**config.mk**
```make
export PLATFORM = sky130hd
export DESIGN_NAME = circular_buffer_deque
export DESIGN_NICKNAME = d
export VERILOG_FILES = /design/src/rtl/cbd_pkg.sv /design/src/rtl/circular_buffer_deque.sv
export SDC_FILE = /design/constraint.sdc
export NUM_CORES = 1
export LEC_CHECK = 0
export BUFFER_PORTS_ARGS = -buffer_cell sky130_fd_sc_hd__clkbuf_2
export CAP_MARGIN = 20
export CORE_ASPECT_RATIO = 0.6
export CORE_MARGIN = 3
export CORE_UTILIZATION = 45
export CTS_BUF_LIST = sky130_fd_sc_hd__clkbuf_8
export DETAILED_ROUTE_END_ITERATION = 10
export GPL_TIMING_DRIVEN = 0
export PLACE_DENSITY = 0.61
export REMOVE_ABC_BUFFERS = 1
export SETUP_SLACK_MARGIN = 0.15
export SLEW_MARGIN = 10
export SYNTH_ARGS = -nofsm -noshare
export SYNTH_HDL_FRONTEND = slang
export SYNTH_SLANG_ARGS = --single-unit
```
**constraint.sdc**
```tcl
create_clock -name clock -period 20.4 [get_ports clock]
set_clock_uncertainty 0.1 [all_clocks]
set_input_delay 5.1 -clock clock [delete_from_list [all_inputs] [get_ports clock]]
set_output_delay 5.1 -clock clock [all_outputs]
set_load 0.02 [all_outputs]
```
**src/rtl/cbd_pkg.sv**
```systemverilog
// ----------------------------------------------------------------------------
// cbd_pkg: shared types for the circular buffer deque
// Operation and status codes, controller states and the request and
// response word layouts.
// ----------------------------------------------------------------------------
package cbd_pkg;

   typedef enum logic [1:0] {
      OP_PUSH_FRONT = 2'd0,
      OP_PUSH_REAR  = 2'd1,
      OP_POP_FRONT  = 2'd2,
      OP_POP_REAR   = 2'd3
   } op_type;

   typedef enum logic [1:0] {
      ST_DONE       = 2'd0,
      ST_FULL       = 2'd1,
      ST_EMPTY      = 2'd2,
      ST_RESERVED   = 2'd3
   } status_type;

   typedef enum logic {
      S_IDLE,
      S_FETCH
   } state_type;

   typedef struct packed {
      op_type             operation;
      logic signed [31:0] data_value;
   } req_word_type;

   typedef struct packed {
      status_type         status;
      logic signed [31:0] front_word;
      logic signed [31:0] rear_word;
      logic        [4:0]  occupancy;
      logic               empty_flag;
   } rsp_word_type;

endpackage

```
**src/rtl/circular_buffer_deque.sv**
```systemverilog
// ----------------------------------------------------------------------------
// circular_buffer_deque: double-ended queue of signed 32-bit words
// The response word is presented once the FETCH state has loaded it into the
// response register, or later while an earlier response word is still stalled.
// A new request is taken only in IDLE, not while FETCH reads the front and
// rear slots from the synchronous slot memory into the response register.
// Reset (synchronous, active high) empties the deque and clears all control
// state; slot contents are left as they are and are never read before written.
// ----------------------------------------------------------------------------
module circular_buffer_deque
   import cbd_pkg::*;
#(
   parameter int DEPTH = 16
) (
   input  logic         clock,
   input  logic         reset,
   input  logic         req_valid,
   output logic         req_stall,
   input  req_word_type req_word,
   output logic         rsp_valid,
   input  logic         rsp_stall,
   output rsp_word_type rsp_word
);

   // Index width, count width, and a count width padded so that the low five
   // bits can always be selected for the occupancy field.
   localparam int AW = (DEPTH > 1) ? $clog2(DEPTH) : 1;
   localparam int CW = $clog2(DEPTH + 1);
   localparam int EW = CW + 5;
   localparam logic [AW-1:0] LAST_SLOT = AW'(DEPTH - 1);
   localparam logic [CW-1:0] FULL_COUNT = CW'(DEPTH);

   // Controller state and deque bookkeeping.
   state_type       state_ff, state_in;
   logic [AW-1:0]   head_ff, head_in;
   logic [AW-1:0]   tail_ff, tail_in;
   logic            vacant_ff, vacant_in;
   logic [CW-1:0]   count_ff, count_in;
   status_type      status_ff, status_in;
   logic            rsp_valid_ff, rsp_valid_in;

   // The slot memory: one write port, two registered read ports.
   logic [31:0]     slot_mem [DEPTH];
   logic            wr_en;
   logic [AW-1:0]   wr_addr;

   logic            accept;
   logic            load;
   logic            is_push;
   logic [EW-1:0]   count_ext;
   rsp_word_type    rsp_ff;

   assign is_push   = (req_word.operation == OP_PUSH_FRONT) ||
                      (req_word.operation == OP_PUSH_REAR);
   assign count_ext = EW'(count_ff);

   // Controller: IDLE takes a request, FETCH reads the slots into the
   // response register as soon as that register is free or being emptied.
   always_ff @(posedge clock) begin
      if (reset) begin
         state_ff <= S_IDLE;
      end else begin
         state_ff <= state_in;
      end
   end

   always_comb begin
      state_in  = state_ff;
      req_stall = 1'b1;
      load      = 1'b0;
      unique case (state_ff)
         S_IDLE: begin
            req_stall = 1'b0;
            if (req_valid) begin
               state_in = S_FETCH;
            end
         end
         S_FETCH: begin
            load = !rsp_valid_ff || !rsp_stall;
            if (load) begin
               state_in = S_IDLE;
            end
         end
         default: begin
            state_in = S_IDLE;
         end
      endcase
   end

   assign accept = req_valid && !req_stall;

   // Operation update: move one index (the last pop parks both on slot zero),
   // write at most one slot. A refused operation leaves indices and count alone.
   always_comb begin
      head_in   = head_ff;
      tail_in   = tail_ff;
      vacant_in = vacant_ff;
      count_in  = count_ff;
      status_in = status_ff;
      wr_en     = 1'b0;
      wr_addr   = head_ff;
      if (accept) begin
         status_in = ST_DONE;
         if (is_push) begin
            if (count_ff == FULL_COUNT) begin
               status_in = ST_FULL;
            end else begin
               wr_en    = 1'b1;
               count_in = count_ff + CW'(1);
               if (vacant_ff) begin
                  // First word lands in slot zero with both indices on it.
                  head_in   = '0;
                  tail_in   = '0;
                  vacant_in = 1'b0;
                  wr_addr   = '0;
               end else if (req_word.operation == OP_PUSH_FRONT) begin
                  head_in = (head_ff == '0) ? LAST_SLOT : head_ff - AW'(1);
                  wr_addr = head_in;
               end else begin
                  tail_in = (tail_ff == LAST_SLOT) ? '0 : tail_ff + AW'(1);
                  wr_addr = tail_in;
               end
            end
         end else begin
            if (vacant_ff) begin
               status_in = ST_EMPTY;
            end else begin
               count_in = count_ff - CW'(1);
               if (head_ff == tail_ff) begin
                  // Last word leaves: back to the reset arrangement.
                  vacant_in = 1'b1;
                  head_in   = '0;
                  tail_in   = '0;
               end else if (req_word.operation == OP_POP_FRONT) begin
                  head_in = (head_ff == LAST_SLOT) ? '0 : head_ff + AW'(1);
               end else begin
                  tail_in = (tail_ff == '0) ? LAST_SLOT : tail_ff - AW'(1);
               end
            end
         end
      end
   end

   always_ff @(posedge clock) begin
      if (reset) begin
         head_ff   <= '0;
         tail_ff   <= '0;
         vacant_ff <= 1'b1;
         count_ff  <= '0;
         status_ff <= ST_DONE;
      end else begin
         head_ff   <= head_in;
         tail_ff   <= tail_in;
         vacant_ff <= vacant_in;
         count_ff  <= count_in;
         status_ff <= status_in;
      end
   end

   // Slot memory write. The write lands at the accept edge, so the read in
   // the following FETCH cycle already sees it.
   always_ff @(posedge clock) begin
      if (wr_en) begin
         slot_mem[wr_addr] <= req_word.data_value;
      end
   end

   // Registered reads go straight into the response register. An empty
   // deque reports zero for both end words.
   always_ff @(posedge clock) begin
      if (load) begin
         rsp_ff.status     <= status_ff;
         rsp_ff.front_word <= vacant_ff ? '0 : slot_mem[head_ff];
         rsp_ff.rear_word  <= vacant_ff ? '0 : slot_mem[tail_ff];
         rsp_ff.occupancy  <= count_ext[4:0];
         rsp_ff.empty_flag <= vacant_ff;
      end
   end

   assign rsp_valid_in = load || (rsp_valid_ff && rsp_stall);

   always_ff @(posedge clock) begin
      if (reset) begin
         rsp_valid_ff <= 1'b0;
      end else begin
         rsp_valid_ff <= rsp_valid_in;
      end
   end

   assign rsp_valid = rsp_valid_ff;
   assign rsp_word  = rsp_ff;

   // The empty mark and the count must always agree.
   a_vacant_count: assert property (@(posedge clock) disable iff (reset)
      vacant_ff == (count_ff == '0))
      else $error("empty mark disagrees with word count");

   // The count never exceeds the store depth.
   a_count_bound: assert property (@(posedge clock) disable iff (reset)
      count_ff <= FULL_COUNT)
      else $error("word count above depth");

   // An empty deque keeps both indices parked on slot zero.
   a_vacant_park: assert property (@(posedge clock) disable iff (reset)
      vacant_ff |-> (head_ff == '0) && (tail_ff == '0))
      else $error("indices not parked while empty");

   // A refused operation leaves the count untouched.
   a_refused_stable: assert property (@(posedge clock) disable iff (reset)
      accept && ((is_push && count_ff == FULL_COUNT) || (!is_push && vacant_ff))
      |=> $stable(count_ff) && $stable(head_ff) && $stable(tail_ff))
      else $error("refused operation changed the deque");

endmodule

```
# Word-level counts from Yosys, hierarchy flattened
# Memories as Yosys holds them, arrays and structs flattened. A register that Yosys moved wholly into a read port is not among the register bits.
# Index checks and enable logic that the tools add are counted.
# W data, S select, Z words.
classes:
  addsub: 6
  n_eq_ne: 11
  muxes: 43
  n_bitwise: 1
  n_reduce_logical: 15
op_table:
  columns: ["cell", "n"]
  rows:
  - ["$mux W4", 23]
  - ["$mux W5", 3]
  - ["$mux W1", 14]
  - ["$reduce_and A5 Y1", 2]
  - ["$add A4 B1 Y4 const B", 2]
  - ["$eq A4 B4 Y1 const B", 2]
  - ["$logic_not A4 Y1", 2]
  - ["$sub A4 B1 Y4 const B", 2]
  - ["$ne A3 B3 Y1 const B", 2]
  - ["$add A5 B1 Y5 const B", 1]
  - ["$eq A5 B5 Y1 const B", 1]
  - ["$sub A5 B1 Y5 const B", 1]
  - ["$eq A4 B4 Y1", 1]
  - ["$mux W2", 2]
  - ["$logic_or A1 B1 Y1", 3]
  - ["$ne A3 B2 Y1 const B", 1]
  - ["$reduce_and A3 Y1", 1]
  - ["$reduce_bool A3 Y1", 1]
  - ["$eq A2 B1 Y1 const B", 1]
  - ["$eq A2 B2 Y1 const B", 1]
  - ["$logic_and A1 B1 Y1", 2]
  - ["$logic_not A1 Y1", 2]
  - ["$logic_not A2 Y1", 1]
  - ["$ne A2 B1 Y1 const B", 1]
  - ["other kinds (4)", 4]
totals:
  ff_bits: 26
  ramBits: 512
  input_bits: 38
  word_cells: 87
  mem_count: 1
memory_table:
  columns: ["memory", "depth", "width", "read_ports", "rd_ports_with_merged_regs", "write_ports", "line_no", "source"]
  rows:
  - ["slot_mem", 16, 32, 2, 2, 1, "circular_buffer_deque.sv:43", "logic [31:0] slot_mem [DEPTH];"]

# Longest topological paths before layout
depth:
  word_depth: 7
  mapped_depth: 9

# Least setup slack after synthesis
# Ideal clock, no wire load.
synth_timing:
  path_kind: "input to register"
  from: "in rsp_stall"
  to: "reg rsp_ff, in the netlist rsp_word[0] (enable)"
  arrival_ps: 10366
  setup_slack_ps: 9320
  path_stages: 1
  cell_sequence: "a21boi_0"
synth_between:
  elab_chain_len: 3
synth_rtl:
  columns: ["item", "line_no", "source"]
  rows:
  - ["start, declared", "circular_buffer_deque.sv:21", "input logic rsp_stall,"]
  - ["$logic_not A1 Y1", "circular_buffer_deque.sv:79", "load = !rsp_valid_ff || !rsp_stall;"]
  - ["$logic_or A1 B1 Y1", "circular_buffer_deque.sv:79", null]
  - ["$mux W1", "circular_buffer_deque.sv:71", "unique case (state_ff)"]
  - ["end, declared", "circular_buffer_deque.sv:51", "rsp_word_type rsp_ff;"]
# Every way passes these cells.
# A chain may end at the register's enable or synchronous reset.

# Worst setup path after layout
layout_timing:
  from: "in req_valid"
  to: "mem slot_mem[0][4] (enable)"
layout_between:
  elab_chain_len: 4
  elab_cells_between_ends: 5
  classes_between: "mux: 4; reduce/logical: 1"
layout_rtl:
  columns: ["item", "line_no", "source"]
  rows:
  - ["start, declared", "circular_buffer_deque.sv:17", "input logic req_valid,"]
  - ["$logic_and A1 B1 Y1 (*)", "circular_buffer_deque.sv:90", "assign accept = req_valid && !req_stall;"]
  - ["$mux W1", "circular_buffer_deque.sv:102", "if (accept) begin"]
  - ["$mux W1", "circular_buffer_deque.sv:163", "if (wr_en) begin"]
  - ["$mux W1 (implied by the code)", "circular_buffer_deque.sv:164", "slot_mem[wr_addr] <= req_word.data_value;"]
  - ["end, declared", "circular_buffer_deque.sv:43", null]
# Mark *: on every way between the ends. The rest lies on a longest branch, timed or not.

==> impl_summary.md <==
Run status
The flow ran to the end, and the final reports show no timing, DRC or antenna violations.

STA
Setup violations remaining at the end of the flow were counted as 0. Measured against its own limit, the worst slew margin works out to 34.3%. The slew at the pin closest to its max-slew limit is 979 ps. The number of hold violations in the final report is 0. The ratio of final minimum period to clock period is 38.8%. The worst hold slack is 334 ps. The count of pins over their slew limit came to 0. The clock period could shrink to 7910 ps. The accumulated negative setup slack is 0 ps. For this run, the top clock speed supported by timing is 0.126 GHz.

Setup repair after global routing left no endpoint under its margin.

Synthesis
The count of yosys warnings during synthesis is 0. The count of flip-flops with a built-in enable after synthesis is 584. The proportion of synthesized flip-flops having asynchronous set or reset is 0%. The number of unique standard cell types used by synthesis is 53.

The netlist area before placement is 26900 sq um. The number of storage elements in the synthesis netlist is 602. The sequential-to-total area share from yosys stat is 66.4%. In this run the mean area of a mapped cell was 20.4 sq um. The most used flip-flop cell after synthesis is edfxtp_1. Synthesis produced 1321 cells.

Cells and area
The final net count is 1536. The layout-stage area growth over the synthesis result is 15.8%. For this run, the share of the core covered by cells in the final layout is 53.4%. Summing all non-filler instances in the final layout gives an area of 31200 sq um. The post-layout instance count excluding filler cells is 2332. In the final layout, the share of cells above drive strength 1 is 37.4%.

Pwr
The power per cell area is 89.1 nW/um^2. VDD sags by at most 45.0 uV. The reported leakage power is 0.0106 uW.

Placement
The HPWL after detailed placement is 42600 um. Including well taps, the total number of placed cells is 2166. The congestion estimate from routability-driven global placement came to 0.779. The post-place instance area is 29400 sq um.

The quantity of I/O buffers inserted on ports is 111.

Global route
Across every metal layer, demand over resource in global routing totals 21.8%. The first-pass GRT wire length is 100000 um. The largest net degree at the start of global routing is 53. The global route total overflow is 0. The via count of the first global-routing pass is 14848.

The initial antenna violation count came to 2.

Floorplan
Once the floorplan was initialized, standard cells occupied 46.1% of the core. The row count is 68. The core region is 58400 sq um. The die covers 62900 sq um. The die span in y is 196 um. 112 I/O pins were placed. The overall die width is 322 um.

CTS
TritonCTS built the clock tree. Counting every sink on the clock net gives 602. The clock input transition at the sequential cells of the worst setup and hold paths is 70 ps. The number of buffers inserted for hold repair after clock tree synthesis is 0. Buffers inserted during clock tree synthesis total 92. In this run the deepest clock path goes through 3 buffers.

The later-pin clock latency in the skew report is 670 ps. The master cell of the clock root buffer is clkbuf_8. The level count of the clock H-tree is 3. The setup fix buffers added after clock tree synthesis is 0. Gates resized during post-CTS repair numbered 0.

Worst setup path
The library cell appearing most often on the critical path is buf_4. The required time of the critical path is 20680 ps. In this design, the stage delay of the slowest critical-path cell is 840 ps. The signal arrival time at the worst endpoint is 8190 ps.

The largest driver fanout on the critical path is 8. STA classifies the critical path startpoint as an input pin. The category of the worst setup path capture point is a flop. The critical path goes through clkbuf_2, nand2b_1, a211oi_1, mux2i_1, nor3b_2, buf_4, buf_4, buf_6.

The critical path contains buffers and inverters numbering 4 combined. The critical path start-end classification is in2reg. On the critical path the largest part of the delay comes from simple AND/OR/NAND/NOR gates. The cell at the slowest stage of the critical path is nor3b_2.

Routing
Using the TritonRoute via totals, the vias-per-cell ratio works out to 6.21. The number of DRC violations after detailed-routing iteration 0 is 1449. For this block, the routed nets add up to 68400 um of wire.

In the routed design, unresolved DRC markers number 0. For this run, the detailed router's first-pass iteration total came to 5. The final route contains 14471 vias.

In this run the remaining antenna-violating nets after routing total 0. Dividing the detail-routed wire length by the instance count gives 29.3 um.

Job
Across the run, the number of max-cap violations was 0.

Hold path
The tightest min-delay check is of the reg2reg type.
-- registers in the layout, summed over array words and instances (netlist names) --
name and flops:
slot_mem 512, rsp_word 72, count_ff 5, head_ff 4, tail_ff 4, status_ff 2
rsp_valid 1, state_ff 1, vacant_ff 1
-- layout by cell type (no fill, tap or decap), types with 4 or more instances in the layout --
master     instances
edfxtp_1         584
mux4_2           256
mux2i_1          133
clkbuf_2         111
clkbuf_8          99
o22ai_1           68
inv_1             40
buf_16            28
nor2_1            20
clkinv_1          18
buf_12            15
dfxtp_1           13
buf_4             13
a211oi_1          12
a21oi_1           12
nor2_4            12
clkinv_2          10
nand2_1            8
xnor2_1            7
ha_1               7
o21ai_0            6
bufinv_16          6
buf_6              6
nand2b_1           5
nand3_1            5
and3_1             5
dfxtp_4            5
or2_2              4
nor2b_1            4
nor3_2             4
-- area by class of cell --
type                            instances  area (sq um)
Inverter                               11          51.3
Antenna cell                            1          2.50
Fill cell                            4463         27200
Tap cell                              770           963
Timing Repair Buffer                  173          1790
Sequential cell                       602         17900
Clock buffer                           99          1360
Clock inverter                         66           418
Multi-Input combinational cell        610          8680
-- through the flow --
stage          power, uW  worst slack [ps]
6_report            2780             12490
5_1_grt             2890             12410
4_1_cts             2810             12660
3_5_place_dp        1820             11930
3_3_place_gp        1860              2940
2_1_floorplan       1720              9320
-- metal layers --
layer  up-vias  routed length [um]  track usage (%)  share of wire, %
li1       6051                   -                -                 -
met4         2                1310             6.05               1.9
met5         -                  13                0             0.019
met3        99                5050             4.36               7.4
met1      7676               29300             31.6                43
met2       643               32700             34.0                48
-- logic make-up (layout without fill, tap and decap cells) --
| kind of cell | Yosys count | count (layout) | share of synthesized area (%) |
|---|---|---|---|
| compound gates | 117 | 117 | 2.99 |
| xor+xnor | 11 | 11 | 0.386 |
| fa+ha+maj | 8 | 8 | 0.399 |
| buf+inv | 109 | 349 | 1.79 |
| flops | 602 | 602 | 66.4 |
| mux | 390 | 390 | 26.4 |
| other cells | 0 | 1 | 0 |
| simple gates | 84 | 84 | 1.61 |
-- Yosys cell counts, drive strengths merged (3+ instances only) --
library cell    n  area (sq um)
o21bai          3          22.5
nand2b          7          43.8
o21ai           6          30.0
or2             5          31.3
nor2           32           120
buf            57           287
dfxtp          18           360
inv            10          37.5
nor3            7          40.0
edfxtp        584         17500
ha              7          87.6
xnor2           7          61.3
clkbuf         41           154
nand2           8          30.0
nand3           5          25.0
mux4          256          5770
a211oi         12          90.1
and3            5          31.3
a21oi          12          60.1
nor2b           4          25.0
o21a            3          22.5
xor2            4          42.6
mux2i         133          1330
o22ai          68           425
nor4            3          18.8
-- report_power, final --
group	total [uW]	switching (uW)	internal, uW
sequential	1420	30.8	1380
combinational	379	200	179
clock	985	463	521
total	2780	694	2080
-- path summary, 6_finish.rpt --
check / startpoint / endpoint / slack (ps) / cells after the start
worst max register to register: tail_ff[0] / slot_mem[0][4] / 15750 / 10
worst min register to register: status_ff[0] / rsp_word[70] / 330 / 0
worst min-delay path: status_ff[0] / rsp_word[70] / 330 / 0
worst max-delay path: req_valid / slot_mem[0][4] / 12490 / 8
Power figures use the tool's default switching activity.
